$ cat config.mk
export PLATFORM = sky130hd
export DESIGN_NAME = quadrature_detent_click_decoder_top
export DESIGN_NICKNAME = d
export VERILOG_FILES = /design/src/design/qdcd_pkg.sv /design/src/design/qdcd_in_stage.sv /design/src/design/qdcd_core.sv /design/src/design/qdcd_out_stage.sv /design/src/design/quadrature_detent_click_decoder_top.sv
export SDC_FILE = /design/constraint.sdc
export NUM_CORES = 1
export LEC_CHECK = 0
export BUFFER_PORTS_ARGS = -buffer_cell sky130_fd_sc_hd__buf_2
export CAP_MARGIN = 15
export CORE_ASPECT_RATIO = 1.2
export CORE_MARGIN = 4
export CORE_UTILIZATION = 30
export DETAILED_ROUTE_END_ITERATION = 10
export GPL_TIMING_DRIVEN = 0
export HOLD_SLACK_MARGIN = 0.06
export SETUP_SLACK_MARGIN = 0.15
export SYNTH_ARGS = -nofsm -noshare
export SYNTH_HDL_FRONTEND = slang
export SYNTH_SLANG_ARGS = --single-unit
$ cat constraint.sdc
create_clock -name clock -period 5.7 [get_ports clock]
set_input_delay 0.285 -clock clock [delete_from_list [all_inputs] [get_ports clock]]
set_output_delay 0.285 -clock clock [all_outputs]
set_load 0.01 [all_outputs]
$ cat src/design/qdcd_pkg.sv
// ----------------------------------------------------------------------------
// qdcd_pkg
// types, constants and the transition decode shared by the decoder modules
// ----------------------------------------------------------------------------
package qdcd_pkg;

   localparam int POSITION_WIDTH     = 32;
   localparam int RSP_POSITION_WIDTH = 32;
   localparam int POS_EXT_WIDTH      = 64;
   localparam int TIMEOUT_WIDTH      = 16;
   localparam int RUN_WIDTH          = 4;

   localparam logic [TIMEOUT_WIDTH-1:0] TIMEOUT_RESET = TIMEOUT_WIDTH'(40);
   localparam logic [TIMEOUT_WIDTH-1:0] ELAPSED_MAX   = '1;
   localparam logic signed [RUN_WIDTH-1:0] RUN_MAX    = 4'sd4;
   localparam logic signed [RUN_WIDTH-1:0] RUN_MIN    = -4'sd4;

   typedef enum logic [1:0] {
      CLICK_NONE  = 2'd0,
      CLICK_RIGHT = 2'd1,
      CLICK_LEFT  = 2'd2
   } click_type;

   typedef enum logic [1:0] {
      STEP_NONE,
      STEP_UP,
      STEP_DOWN
   } step_type;

   typedef struct packed {
      logic phase_msb;
      logic phase_lsb;
      logic ms_tick;
   } item_type;

   typedef struct packed {
      click_type                      click;
      logic [RSP_POSITION_WIDTH-1:0] position;
   } result_type;

   // old pair in the upper two bits, new pair in the lower two
   function automatic step_type step_decode(input logic [3:0] code);
      step_type dir;
      case (code) inside
         4'b1101, 4'b0100, 4'b0010, 4'b1011: dir = STEP_UP;
         4'b1110, 4'b0111, 4'b0001, 4'b1000: dir = STEP_DOWN;
         default:                           dir = STEP_NONE;
      endcase
      return dir;
   endfunction

endpackage

$ cat src/design/qdcd_in_stage.sv
// ----------------------------------------------------------------------------
// qdcd_in_stage
// input register holding one sampled item until the update logic takes it
// ----------------------------------------------------------------------------
module qdcd_in_stage import qdcd_pkg::*; (
   input  logic     clock,
   input  logic     reset,
   input  logic     req_valid,
   output logic     req_ready,
   input  item_type req_item,
   input  logic     take,
   output logic     item_valid,
   output item_type item
);

   logic     valid_ff, valid_in;
   item_type item_ff,  item_in;

   assign req_ready = !valid_ff || take;

   always_comb begin
      valid_in = valid_ff;
      item_in  = item_ff;
      if (req_valid && req_ready) begin
         valid_in = 1'b1;
         item_in  = req_item;
      end else if (take) begin
         valid_in = 1'b0;
      end
   end

   always_ff @(posedge clock) begin
      if (reset) begin
         valid_ff <= 1'b0;
      end else begin
         valid_ff <= valid_in;
      end
      item_ff <= item_in;
   end

   assign item_valid = valid_ff;
   assign item       = item_ff;

endmodule

$ cat src/design/qdcd_core.sv
// ----------------------------------------------------------------------------
// qdcd_core
// decoder state and the single-pass update of position, step run and timer
// ----------------------------------------------------------------------------
module qdcd_core import qdcd_pkg::*; (
   input  logic                     clock,
   input  logic                     reset,
   input  logic                     csr_wr_en,
   input  logic [TIMEOUT_WIDTH-1:0] csr_wr_data,
   input  logic                     fire,
   input  item_type                 item,
   output result_type               result
);

   logic [1:0]                 last_ff,    last_in;
   logic [POSITION_WIDTH-1:0]  pos_ff,     pos_in;
   logic signed [RUN_WIDTH-1:0] run_ff,    run_in;
   logic                       armed_ff,   armed_in;
   logic [TIMEOUT_WIDTH-1:0]   elapsed_ff, elapsed_in;
   logic [TIMEOUT_WIDTH-1:0]   timeout_ff;

   logic [1:0]                 phases;
   step_type                   dir;
   logic signed [RUN_WIDTH-1:0] run_step;
   logic [TIMEOUT_WIDTH-1:0]   elapsed_step;
   logic                       expired;
   logic                       armed_mid;
   logic [POS_EXT_WIDTH-1:0]   pos_ext;
   click_type                  click;

   assign phases = {item.phase_msb, item.phase_lsb};
   assign dir    = step_decode({last_ff, phases});

   always_comb begin
      pos_in   = pos_ff;
      run_step = run_ff;
      case (dir)
         STEP_UP: begin
            pos_in = pos_ff + POSITION_WIDTH'(1);
            if (run_ff < RUN_MAX) run_step = run_ff + 4'sd1;
         end
         STEP_DOWN: begin
            pos_in = pos_ff - POSITION_WIDTH'(1);
            if (run_ff > RUN_MIN) run_step = run_ff - 4'sd1;
         end
         default: begin
            pos_in   = pos_ff;
            run_step = run_ff;
         end
      endcase

      elapsed_step = elapsed_ff;
      if (armed_ff && item.ms_tick && elapsed_ff != ELAPSED_MAX)
         elapsed_step = elapsed_ff + TIMEOUT_WIDTH'(1);

      expired    = armed_ff && (elapsed_step >= timeout_ff);
      run_in     = expired ? '0 : run_step;
      armed_mid  = armed_ff && !expired;
      elapsed_in = expired ? '0 : elapsed_step;

      click = CLICK_NONE;
      if (run_in == RUN_MAX) click = CLICK_RIGHT;
      else if (run_in == RUN_MIN) click = CLICK_LEFT;

      armed_in = armed_mid;
      if (click != CLICK_NONE && !armed_mid) begin
         armed_in   = 1'b1;
         elapsed_in = '0;
      end

      last_in = phases;
   end

   // sign-extend or cut the position count to the result width
   assign pos_ext         = POS_EXT_WIDTH'(signed'(pos_in));
   assign result.click    = click;
   assign result.position = pos_ext[RSP_POSITION_WIDTH-1:0];

   always_ff @(posedge clock) begin
      if (reset) begin
         last_ff    <= '0;
         pos_ff     <= '0;
         run_ff     <= '0;
         armed_ff   <= 1'b0;
         elapsed_ff <= '0;
         timeout_ff <= TIMEOUT_RESET;
      end else begin
         if (fire) begin
            last_ff    <= last_in;
            pos_ff     <= pos_in;
            run_ff     <= run_in;
            armed_ff   <= armed_in;
            elapsed_ff <= elapsed_in;
         end
         if (csr_wr_en) timeout_ff <= csr_wr_data;
      end
   end

endmodule

$ cat src/design/qdcd_out_stage.sv
// ----------------------------------------------------------------------------
// qdcd_out_stage
// result register holding one item until the consumer takes it
// ----------------------------------------------------------------------------
module qdcd_out_stage import qdcd_pkg::*; (
   input  logic                          clock,
   input  logic                          reset,
   input  logic                          load,
   input  result_type                    result,
   output logic                          space,
   output logic                          rsp_valid,
   input  logic                          rsp_ready,
   output logic [1:0]                    rsp_click,
   output logic [RSP_POSITION_WIDTH-1:0] rsp_position
);

   logic       valid_ff, valid_in;
   result_type result_ff;

   assign space = !valid_ff || rsp_ready;

   always_comb begin
      valid_in = valid_ff;
      if (load) valid_in = 1'b1;
      else if (rsp_ready) valid_in = 1'b0;
   end

   always_ff @(posedge clock) begin
      if (reset) begin
         valid_ff <= 1'b0;
      end else begin
         valid_ff <= valid_in;
      end
      if (load) result_ff <= result;
   end

   assign rsp_valid    = valid_ff;
   assign rsp_click    = result_ff.click;
   assign rsp_position = result_ff.position;

endmodule

$ cat src/design/quadrature_detent_click_decoder_top.sv
// ----------------------------------------------------------------------------
// quadrature_detent_click_decoder_top
// x4 quadrature decoder with detent click detection and click timeout
// ----------------------------------------------------------------------------
// takes one item per clock cycle when the consumer keeps up; a result passes
// through the input register and then the result register, with the whole
// state update done in the single combinational pass between them; each item
// gives exactly one result: the click code (0 none, 1 right, 2 left) and the
// signed position after the item; csr_wr_data sets the click timeout in ms and
// must be written only while idle, which the block itself does not enforce
module quadrature_detent_click_decoder_top import qdcd_pkg::*; (
   input  logic                          clock,
   input  logic                          reset,
   // input item channel
   input  logic                          req_valid,
   output logic                          req_ready,
   input  logic                          req_phase_msb,
   input  logic                          req_phase_lsb,
   input  logic                          req_ms_tick,
   // result item channel
   output logic                          rsp_valid,
   input  logic                          rsp_ready,
   output logic [1:0]                    rsp_click,
   output logic signed [RSP_POSITION_WIDTH-1:0] rsp_position,
   // timeout register write
   input  logic                          csr_wr_en,
   input  logic [TIMEOUT_WIDTH-1:0]      csr_wr_data
);

   item_type   req_item, item;
   logic       item_valid;
   logic       space;
   logic       advance;
   result_type result;
   logic [RSP_POSITION_WIDTH-1:0] position;

   assign req_item = '{phase_msb: req_phase_msb, phase_lsb: req_phase_lsb,
                       ms_tick: req_ms_tick};

   // an item moves to the result register when that register is free or drains
   assign advance = item_valid && space;

   qdcd_in_stage u_in (
      .clock      (clock),
      .reset      (reset),
      .req_valid  (req_valid),
      .req_ready  (req_ready),
      .req_item   (req_item),
      .take       (advance),
      .item_valid (item_valid),
      .item       (item)
   );

   // state is committed in the same cycle the result is loaded
   qdcd_core u_core (
      .clock       (clock),
      .reset       (reset),
      .csr_wr_en   (csr_wr_en),
      .csr_wr_data (csr_wr_data),
      .fire        (advance),
      .item        (item),
      .result      (result)
   );

   qdcd_out_stage u_out (
      .clock        (clock),
      .reset        (reset),
      .load         (advance),
      .result       (result),
      .space        (space),
      .rsp_valid    (rsp_valid),
      .rsp_ready    (rsp_ready),
      .rsp_click    (rsp_click),
      .rsp_position (position)
   );

   assign rsp_position = signed'(position);

endmodule

==> results of run 1 <==
sequential cells by signal, indices dropped and copies added (netlist names), 2 cells and up:
register            cells
u_core.pos_ff          32
u_out.rsp_position     32
u_core.elapsed_ff      16
u_core.timeout_ff      16
u_core.run_ff           4
u_in.item               3
u_core.last_ff          2
u_out.rsp_click         2
metrics by stage:
stage | cell area [um^2] | worst slack (ns)
2_1_floorplan | 6797 | 1.462
3_3_place_gp | 7431 | 0.05430
3_5_place_dp | 7467 | 1.364
4_1_cts | 7782 | 1.349
5_1_grt | 7782 | 0.9922
6_report | 7782 | 1.288
final cells by class:
type,count,area share
buffer,35,0.01785
inverter,31,0.01495
timing repair buffer,58,0.04019
tap,279,0.04486
sequential,110,0.3305
clock inverter,5,0.007878
multi-input combinational,598,0.5111
clock buffer,11,0.03264
metal layers:
layer / part of all wire / vias up / global-route usage
met3: 0.035 / 29 / 0.02176
li1: - / 2941 / -
met4: 0.019 / 0 / 0.04434
met1: 0.44 / 2729 / 0.1625
met2: 0.50 / 113 / 0.2493
met5: 0 / - / 0
worst min path at each step:
stage | startpoint | endpoint | slack [ns] | cells past startpoint
3_3_place_gp | u_core.pos_ff[7] | u_core.pos_ff[7] | 0.47 | 2
6_report | req_ms_tick | u_in.item[0] | 0.12 | 1
2_1_floorplan | req_ms_tick | u_in.item[0] | 0.38 | 0
3_5_place_dp | u_core.pos_ff[9] | u_core.pos_ff[9] | 0.48 | 2
5_1_grt | req_phase_msb | u_in.item[2] | 0.11 | 1
4_1_cts | req_ms_tick | u_in.item[0] | 0.11 | 1
power groups by stage:
stage                     combinational (mW)  clock, mW  sequential, mW
after floorplan                        0.265          0           0.910
after global placement                 0.381          0           0.904
after detailed placement               0.392          0           0.904
after CTS                              0.394      0.707           0.886
after global routing                   0.439      0.739           0.892
final                                  0.391      0.689           0.886
synth_stat cells, types with 5 or more instances:
cell type,instances
a211oi_1,6
a21o_1,28
a21oi_1,55
a22o_1,7
a31oi_1,5
and2_1,10
and3_1,12
and4_1,8
buf_1,6
buf_2,5
clkbuf_1,24
dfxtp_1,73
edfxtp_1,37
ha_1,50
inv_1,30
mux2i_1,18
nand2_1,86
nand2b_1,11
nand3_1,23
nand4_1,7
nor2_1,77
nor3_1,12
nor4_1,5
o211ai_1,9
o21ai_0,37
o31ai_1,8
or2_2,5
xnor2_1,27
xor2_1,22
cells by family after synthesis:
| group | count (synthesis) |
|---|---|
| multiplexers | 21 |
| XOR/XNOR | 50 |
| AO/OA/AOI/OAI | 203 |
| AND/OR/NAND/NOR | 273 |
| buffers and inverters | 66 |
| flip-flops | 110 |
| adder cells (fa/ha/maj) | 51 |
worst reg2reg max path, cell delays in order, from the launching register on:
cell and delay [ns]:
edfxtp_1 0.44, xnor2_1 0.31, nor2_4 0.81, inv_1 0.16, fa_1 0.44, nand2b_1 0.18
a21oi_1 0.22, o21ai_0 0.25, a211oi_1 0.49, o31ai_1 0.17, o21a_1 0.25, xor2_1 0.15
o21ai_0 0.33
==> impl_results.md, run 1 <==
- Residual DRC: 0
- Root buffer cell: clkbuf_16
- CP top delay family: compound AO/OA/AOI/OAI gates
- Critical Path RT: roughly 5.8 ns
- Max FO, Critical Path: 35
- Via count: 5,812
- Worst path bufs/invs: 1
- Antenna Cells: 0
- Total Power: 1.966 mW
- Crit Path Class: reg2reg
- Final Non-Filler Cells: 1,127
- Reg clk slew, reported paths: around 0.08 ns
- Commonest non-fill, non-tap cell in the layout: nand2_1
- Post-Syn Area: 6797 um^2
- Yosys top cell area share: 0.2150
- Final setup viols: 0
- Initial antenna violation count: 0
- Reg-to-Reg End: u_out.rsp_position[30]
- Synthesis-to-layout area growth: 14.51%
- VDD IR max: between 0.00015 and 0.0002 V
- FP Rows: 60
- Largest incremental delay on the critical path: 0.81 ns
- FF+latch count, synth: 110
- Fmax achieved: approximately 0.23 GHz
- Worst Hold Class: in2reg
- Register area share after synthesis: 0.3785
- CTS Buf Count: 9
- Final min period: 4.412 ns
- Setup crit end kind: flip-flop
- Worst Tran Pin Value: about 0.96 ns
- CTS tree: built
- DR iter-0 viols: 300
- Share of cells above drive strength 1: 0.1179
- Worst setup path start: u_in.item[1]
- Die area: around 25,000 um^2
- Pwr Density: ~250 nW/um^2
- Final Util: 0.3479
- DP Cell Count: roughly 1,100
- Crit start category: flip-flop
- Compound-Gate Fraction of Synth Area: 0.2010
- Largest net degree at the start of global routing: 36
- Switching part of the total: 0.3007
- Overall Global Routing Usage: 0.1363
- DR pass1 iterations: 5
- Max Buffers Root-to-Sink: 2
- Final hold vios: 0
- Post-CTS sizing: 0
- Via density: ~5.2
- Synthesized instance count: 774
- Sequential Area: ~2600 um^2
- First-pass GRT wire length: 28,240 um
- Largest cells by area after synthesis: dfxtp_1 (22%), edfxtp_1 (16%), ha_1 (9.2%)
- Main flop type after synthesis: dfxtp_1
- Synth area leader: dfxtp_1
- R2R Path Start: u_in.item[1]
- Outcome: completed
- Critical Path Sink: u_out.rsp_position[30]
- Fillers: 2,360
- RSZ-0062 raised after global routing: no
- Slew Limit Headroom: 0.3559
- Combinational share of power: 0.199
- PortBufs: 57
- Reg2Reg Setup Slack: ~1.3 ns
- Post-Synth Adder-Cell Area: 0.09499
- Critical Path Slowest Stage Cell: nor2_4
- CTS sink cnt: 110
- Crit path depth: 12
- Static leakage: 3.276 nW
- Multi-input gate area: between 3000 and 4000 um^2
- Synth Area in XOR/XNOR: 0.06554
- Post-CTS setup buffer count: 0
- Simple-gate share of the synthesized area: 0.1911
- Post-synth EDFFs: 37
- Core ar.: 22,370 um^2
- Clk network pwr share: 0.350
- Final worst clock skew: roughly 0.0082 ns
- Yosys warning count: 0
- Die height: 172.9 um
- Total grt overflow: 0
- Max-cap violation count: 0
- Hold Buf Count CTS: 0
- Final antenna-violating net count: 0
- Gpl congestion: slightly below 0.9
- Fin crit share: 0.7741
- Pint: 1.375 mW
- Post-synth net total: roughly 850
- Nets: between 900 and 1,000
- Seq pwr share: 0.451
- Largest family of logic cells by synthesized area: compound AO/OA/AOI/OAI gates
- Initial Utilization: 0.3038
- CP arrival: roughly 4.6 ns
- Worst-skew pair later-pin latency: between 0.3 and 0.4 ns
- Final Max Tran Viols: 0
- Number of H-tree levels: 3
- Hold slack: about 0.12 ns
- Placed wire-length estimate: 12,730 um
- I/O pin count: 60
- Die Width: 145.4 um
- Vias in the first global route: about 5,700
- Wire per inst: ~15 um
- Post-synth ARST share: 0
- Setup TNS: 0 ns
- Worst path cell trace: xnor2_1, nor2_4, inv_1, fa_1, nand2b_1, a21oi_1, o21ai_0, a211oi_1, o31ai_1, o21a_1, xor2_1, o21ai_0
- Syn_area_per_cell: slightly below 9 um^2
- Netlist cell types: just under 70
- Depth of the worst register-to-register path: 12
- Cell mode on critical path: o21ai_0
- Switching pwr: 0.5910 mW
- Overall routed net length: 17,250 um
- Mux contribution to synthesized area: 0.03148
- Commonest cells after routing, fill and taps aside: nand2_1 (86), nor2_1 (76), dfxtp_1 (73), buf_2 (62), a21oi_1 (55)
Note: power is estimated with default switching activity, not from simulation.
==> inputs of run 2 (changes only) <==
ABC_AREA = 1   (was unset)
clock period = 4 ns   (was 5.7 ns; I/O delays follow)
==> impl_results.md, run 2 <==
- Via count: around 7,300
- Synthesized instance count: roughly 1,200
- Final Max Tran Viols: 0
- Top post-synthesis cells by count: nand2_1 (380), inv_1 (195), nor2_1 (111)
- Final worst clock skew: 0.01520 ns
- Antenna Cells: 0
- CP top delay family: simple AND/OR/NAND/NOR gates
- FP Rows: 64
- Synth area leader: dfxtp_1
- Core ar.: 25,540 um^2
- Setup crit end kind: flip-flop
- R2R Path Start: u_core.elapsed_ff[1]
- Worst-skew pair later-pin latency: about 0.37 ns
- Overall routed net length: between 20,000 and 25,000 um
- Die height: about 180 um
- Hold Path Sink: u_core.timeout_ff[3]
- Sequential Area: ~2600 um^2
- Synthesis-to-layout area growth: 14.07%
- Commonest cells after routing, fill and taps aside: nand2_1 (380), inv_1 (195), nor2_1 (110), nand3_1 (77), dfxtp_1 (72)
- Commonest non-fill, non-tap cell in the layout: nand2_1
- Reg clk slew, reported paths: 0.07 ns
- Total Power: 3.021 mW
- I/O pin count: 60
- Initial Utilization: 0.3054
- CTS sink cnt: 110
- Share of cells above drive strength 1: 0.1023
- Overall Global Routing Usage: 0.1497
- PortBufs: 58
- Pwr Density: between 300 and 400 nW/um^2
- Outcome: completed
- Crit Path Class: reg2reg
- First-pass GRT wire length: approximately 35,000 um
- Initial antenna violation count: 0
- Root buffer cell: clkbuf_16
- Hold Startpoint: csr_wr_en
- Worst Hold Class: in2reg
- CTS Buf Count: 9
- Final antenna-violating net count: 0
- Cell mode on critical path: nand2_1
- Via density: roughly 4.6
- Total grt overflow: 0
- Largest incremental delay on the critical path: between 0.3 and 0.4 ns
- Post-synth ARST share: 0
- Final Cell Area: about 8900 um^2
- Worst path cell trace: ha_1, nand2_1, nor2_4, nand2_1, nor2_2, nor2_4, buf_2, o21ai_0, inv_1, ha_1, nand2_1, nand2_1, nand2_1, nand2_1, a21oi_1, nand2_1, nand2_1, nand2_1, a21oi_4, buf_6, nand3_2, a21oi_2
- Setup TNS: 0 ns
- Depth of the worst register-to-register path: 22
- DR pass1 iterations: 5
- Post-synth net total: ~1,300
- CTS tree: built
- Final hold vios: 0
- Fmax achieved: roughly 0.29 GHz
- Slew Limit Headroom: 0.3778
- Syn_area_per_cell: 6.561 um^2
- Largest net degree at the start of global routing: 34
- Worst Tran Pin Value: between 0.9 and 1 ns
- Worst path bufs/invs: 3
- Gpl congestion: ~0.94
- Max FO, Critical Path: 10
- Final min period: 3.437 ns
- Setup WS post-layout: between 0.5 and 0.6 ns
- Largest cells by area after synthesis: dfxtp_1 (19%), nand2_1 (18%), edfxtp_1 (14%)
- CP arrival: about 3.7 ns
- Static leakage: around 4.5 nW
- Max Buffers Root-to-Sink: 2
- Placed wire-length estimate: 16,430 um
- Most frequent cell after synthesis: nand2_1
- Residual DRC: 0
- Critical Path Slowest Stage Cell: dfxtp_1
- Reg2Reg Setup Slack: roughly 0.56 ns
- Post-DP Area: ~8500 um^2
- Vias in the first global route: a little over 7,000
- Crit start category: flip-flop
- Main flop type after synthesis: dfxtp_1
- Die area: approximately 29,000 um^2
- Register area share after synthesis: 0.3298
- DR iter-0 viols: around 460
- Netlist cell types: 38
- Die Width: 155.2 um
- RSZ-0062 raised after global routing: no
- Yosys warning count: 0
- Reg-to-Reg End: u_core.elapsed_ff[12]
- Post-synth EDFFs: 37
- Max-cap violation count: 0
- Multi-input gate area: approximately 4400 um^2
- WHS Path Cells: 2
- VDD IR max: ~0.00023 V
- Yosys top cell area share: 0.1873
- FF+latch count, synth: 110
- Pre-CTS WS: around 0.27 ns
- Final setup viols: 0
- Nets: 1,341
- Fin crit share: 0.8592
- Fillers: around 2,800
- Post-Syn Area: roughly 7800 um^2
- Wire per inst: ~13 um
- Hold slack: about 0.095 ns
- Critical Path RT: between 4 and 5 ns
- Number of H-tree levels: 3
run 2: timing repair:
item	in CTS	in global routing
setup endpoints to repair	0	18
resized for setup	0	6
hold buffers	6	0
buffers inserted	0	1
hold endpoints to repair	6	0
run 2: area by class of cell:
cell class	count	share of cell area
Buffer	29	0.01631
Clock buffer	10	0.02573
Clock inverter	6	0.005202
Inverter	199	0.08394
Multi-Input combinational cell	851	0.4907
Sequential cell	110	0.2892
Tap cell	330	0.04640
Timing Repair Buffer	66	0.04246
run 2: worst reg2reg max path, stage by stage, from the launching register on:
cell     delay, ns
dfxtp_1       0.38
ha_1          0.19
nand2_1       0.10
nor2_4        0.17
nand2_1       0.15
nor2_2        0.17
nor2_4        0.09
buf_2         0.21
o21ai_0       0.17
inv_1         0.09
ha_1          0.30
nand2_1       0.07
nand2_1       0.05
nand2_1       0.05
nand2_1       0.04
a21oi_1       0.11
nand2_1       0.10
nand2_1       0.07
nand2_1       0.14
a21oi_4       0.31
buf_6         0.22
nand3_2       0.09
a21oi_2       0.11
run 2: worst max-delay path by stage:
stage,cells past startpoint,endpoint,slack [ns],startpoint
finish,22,u_core.elapsed_ff[12],0.56,u_core.elapsed_ff[1]
global route,22,u_core.elapsed_ff[12],0.18,u_core.elapsed_ff[1]
CTS,22,u_core.elapsed_ff[7],0.25,u_core.elapsed_ff[0]
detailed placement,22,u_core.elapsed_ff[12],0.27,u_core.elapsed_ff[0]
global placement,12,u_core.pos_ff[12],0.01,u_in.item[2]
floorplan,14,u_out.rsp_position[31],1.00,u_in.item[1]
run 2: logic make-up (layout without fill, tap and decap cells):
group,after synthesis,count (layout),synth area share
flops,110,110,0.3298
compound gates,155,155,0.1107
fa+ha+maj,51,51,0.08276
simple gates,618,618,0.3309
buf+inv,228,310,0.1137
xor+xnor,27,27,0.03224
run 2: metrics by stage:
stage,cells,util
after CTS,1600,0.3471
final,1601,0.3484
after global routing,1601,0.3484
after global placement,1577,0.3329
after detailed placement,1578,0.3340
after floorplan,1189,-
run 2: metal layers:
layer / vias up / wire (um) / GRT usage
li1: 3903 / - / -
met1: 3299 / 9231 / 0.1776
met2: 113 / 10890 / 0.2848
met3: 19 / 564 / 0.01503
met4: 0 / 308 / 0.04168
met5: - / 0 / 0
run 2: report_power, final:
group	internal, mW	total, mW	switching, mW	leakage (nW)
registers	1.25	1.29	0.0403	0.954
logic	0.286	0.842	0.556	3.44
clock network	0.429	0.887	0.458	0.129
total	1.97	3.02	1.05	4.53
==> inputs of run 3 (changes only) <==
SYNTH_HIERARCHICAL = 1   (was unset)
==> impl_results.md, run 3 <==
- Post-Syn Area: 8034 um^2
- Die area: around 30,000 um^2
- Critical Path RT: 4.28 ns
- DR pass1 iterations: 5
- Vias in the first global route: about 7,300
- Post-synth ARST share: 0
- Top post-synthesis cells by count: nand2_1 (394), inv_1 (206), nor2_1 (138)
- PortBufs: 59
- Post-synth EDFFs: 37
- Max FO, Critical Path: 10
- First-pass GRT wire length: approximately 35,000 um
- Yosys top cell area share: 0.1841
- Sequential Area: 2574 um^2
- Compound-Gate Fraction of Synth Area: 0.1020
- Largest cells by area after synthesis: nand2_1 (18%), dfxtp_1 (18%), edfxtp_1 (14%)
- Final worst clock skew: approximately 0.011 ns
- Wire per inst: roughly 13 um
- Final setup viols: 0
- Reg-to-Reg End: u_core/elapsed_ff[0]
- Depth of the worst register-to-register path: 22
- CTS Buf Count: 9
- Most frequent cell after synthesis: nand2_1
- Largest family of logic cells by synthesized area: simple AND/OR/NAND/NOR gates
- Hold Path Sink: u_core/timeout_ff[5]
- Residual DRC: 0
- Root buffer cell: clkbuf_16
- Fmax achieved: around 0.29 GHz
- Setup TNS: 0 ns
- Die Width: ~160 um
- WHS Path Cells: 2
- Mux contribution to synthesized area: 0
- Max-cap violation count: 0
- Overall routed net length: about 21,000 um
- Post-CTS setup buffer count: 0
- Fin crit share: 0.8571
- CP arrival: approximately 3.7 ns
- Initial Utilization: 0.3049
- Main flop type after synthesis: dfxtp_1
- Hold slack: about 0.093 ns
- FF+latch count, synth: between 100 and 150
- Post-synth net total: between 1,000 and 1,500
- Static leakage: between 4 and 5 nW
- Gpl congestion: between 0.9 and 1
- Commonest cells after routing, fill and taps aside: nand2_1 (394), inv_1 (205), nor2_1 (137), dfxtp_1 (72)
- Post-Synth Adder-Cell Area: 0.08036
- FP Rows: 65
- RSZ-0062 raised after global routing: no
- Multi-input gate area: 4509 um^2
- Placed wire-length estimate: about 16,000 um
- Number of H-tree levels: 3
- Final Max Tran Viols: 0
- Synthesis-to-layout area growth: 13.33%
- Synth area leader: nand2_1
- Total grt overflow: 0
- Synthesized instance count: about 1,200
- Final antenna-violating net count: 0
- Worst Tran Pin Value: between 0.9 and 1 ns
- Final min period: 3.429 ns
- Fillers: about 2,900
- Largest net degree at the start of global routing: 38
- R2R Path Start: u_core/elapsed_ff[1]
- Via density: roughly 4.6
- Share of cells above drive strength 1: 0.1053
- Die height: ~190 um
- Reg2Reg Setup Slack: about 0.57 ns
- Crit Path Class: reg2reg
- Simple-gate share of the synthesized area: 0.3448
- Initial antenna violation count: 0
- Yosys warning count: 6
- VDD IR max: between 0.0002 and 0.00025 V
- Synth Area in XOR/XNOR: 0.03380
- Commonest non-fill, non-tap cell in the layout: nand2_1
- CTS sink cnt: 110
- Slew Limit Headroom: 0.3932
- Antenna Cells: 0
- Syn_area_per_cell: ~6.5 um^2
- Setup crit end kind: flip-flop
- Netlist cell types: just under 50
- Crit start category: flip-flop
- DR iter-0 viols: 417
- Max Buffers Root-to-Sink: 2
- CTS tree: built
- I/O pin count: 60
- Final hold vios: 0
- Outcome: completed
- Nets: 1,381
- Via count: approximately 7,600
- Overall Global Routing Usage: 0.1460
- Core ar.: around 26,000 um^2
- Hold Startpoint: csr_wr_en
- Reg clk slew, reported paths: roughly 0.07 ns
- Worst Hold Class: in2reg
- Pwr Density: roughly 350 nW/um^2
- Worst-skew pair later-pin latency: around 0.36 ns
- Register area share after synthesis: 0.3202
[run 3: cell families (layout without fill, tap and decap cells)]
logic type               after synthesis  in the layout
adder cells (fa/ha/maj)               51             51
flip-flops                           110            110
AO/OA/AOI/OAI                        144            144
AND/OR/NAND/NOR                      649            649
buffers and inverters                244            326
XOR/XNOR                              31             31
[run 3: layout make-up]
cell class                 count  area share
multi-input combinational    875      0.4953
sequential                   110      0.2827
inverter                     214     0.08877
tap                          335     0.04604
timing repair buffer          66     0.04013
clock buffer                  10     0.02515
buffer                        30     0.01608
clock inverter                 6    0.005909
[run 3: per-layer routing]
metal / share of wire / global-route usage
met1: 0.43 / 0.1691
met2: 0.51 / 0.2665
met3: 0.034 / 0.01944
met4: 0.033 / 0.05925
met5: 0 / 0
[run 3: how the worst max path moves through the flow]
stage	endpoint	slack, ns	from
after global routing	u_core/elapsed_ff[0]	0.18	u_core/elapsed_ff[1]
after floorplan	u_core/elapsed_ff[15]	1.21	u_core/elapsed_ff[0]
final	u_core/elapsed_ff[0]	0.57	u_core/elapsed_ff[1]
after global placement	u_core/elapsed_ff[0]	0.45	u_core/elapsed_ff[0]
after CTS	u_core/elapsed_ff[0]	0.40	u_core/elapsed_ff[0]
after detailed placement	u_core/elapsed_ff[0]	0.45	u_core/elapsed_ff[0]
[run 3: where the power goes]
| part | internal (mW) | switching (mW) | total (mW) | leakage, nW |
|---|---|---|---|---|
| Combinational | 0.331 | 0.634 | 0.965 | 3.65 |
| Clock | 0.436 | 0.463 | 0.898 | 0.136 |
| Sequential | 1.27 | 0.0522 | 1.32 | 0.959 |
[run 3: what timing repair did]
item                       4_1_cts  5_1_grt
hold buffers                     7        0
setup endpoints to repair        0        2
resized for setup                0        3
hold endpoints to repair         8        0
[run 3: critical path: stages (launching register included)]
cell and delay, ns:
dfxtp_1 0.40, ha_1 0.21, nand2_2 0.06, inv_2 0.08
nand2_4 0.07, nor2_4 0.17, a31oi_4 0.17, buf_6 0.19
o21ai_1 0.18, inv_1 0.07, ha_1 0.31, a21oi_1 0.15
nand2_1 0.07, nand2_1 0.05, nand2_1 0.06, nand2_1 0.11
nand2_1 0.07, nand2_2 0.11, nand2_2 0.18, buf_4 0.24
nor2_1 0.18, nand2_1 0.07, a21oi_1 0.12
[run 3: through the flow]
step	setup slack, ns	cell area (um^2)	util	std cells	power (mW)
after floorplan	1.210	8034	-	1229	2.041
after global placement	0.4546	8748	0.3320	1623	2.298
after detailed placement	0.4500	8748	0.3320	1623	2.313
after CTS	0.4026	9101	0.3454	1646	3.230
after global routing	0.1795	9105	0.3455	1646	3.421
final	0.5715	9105	0.3455	1646	3.185
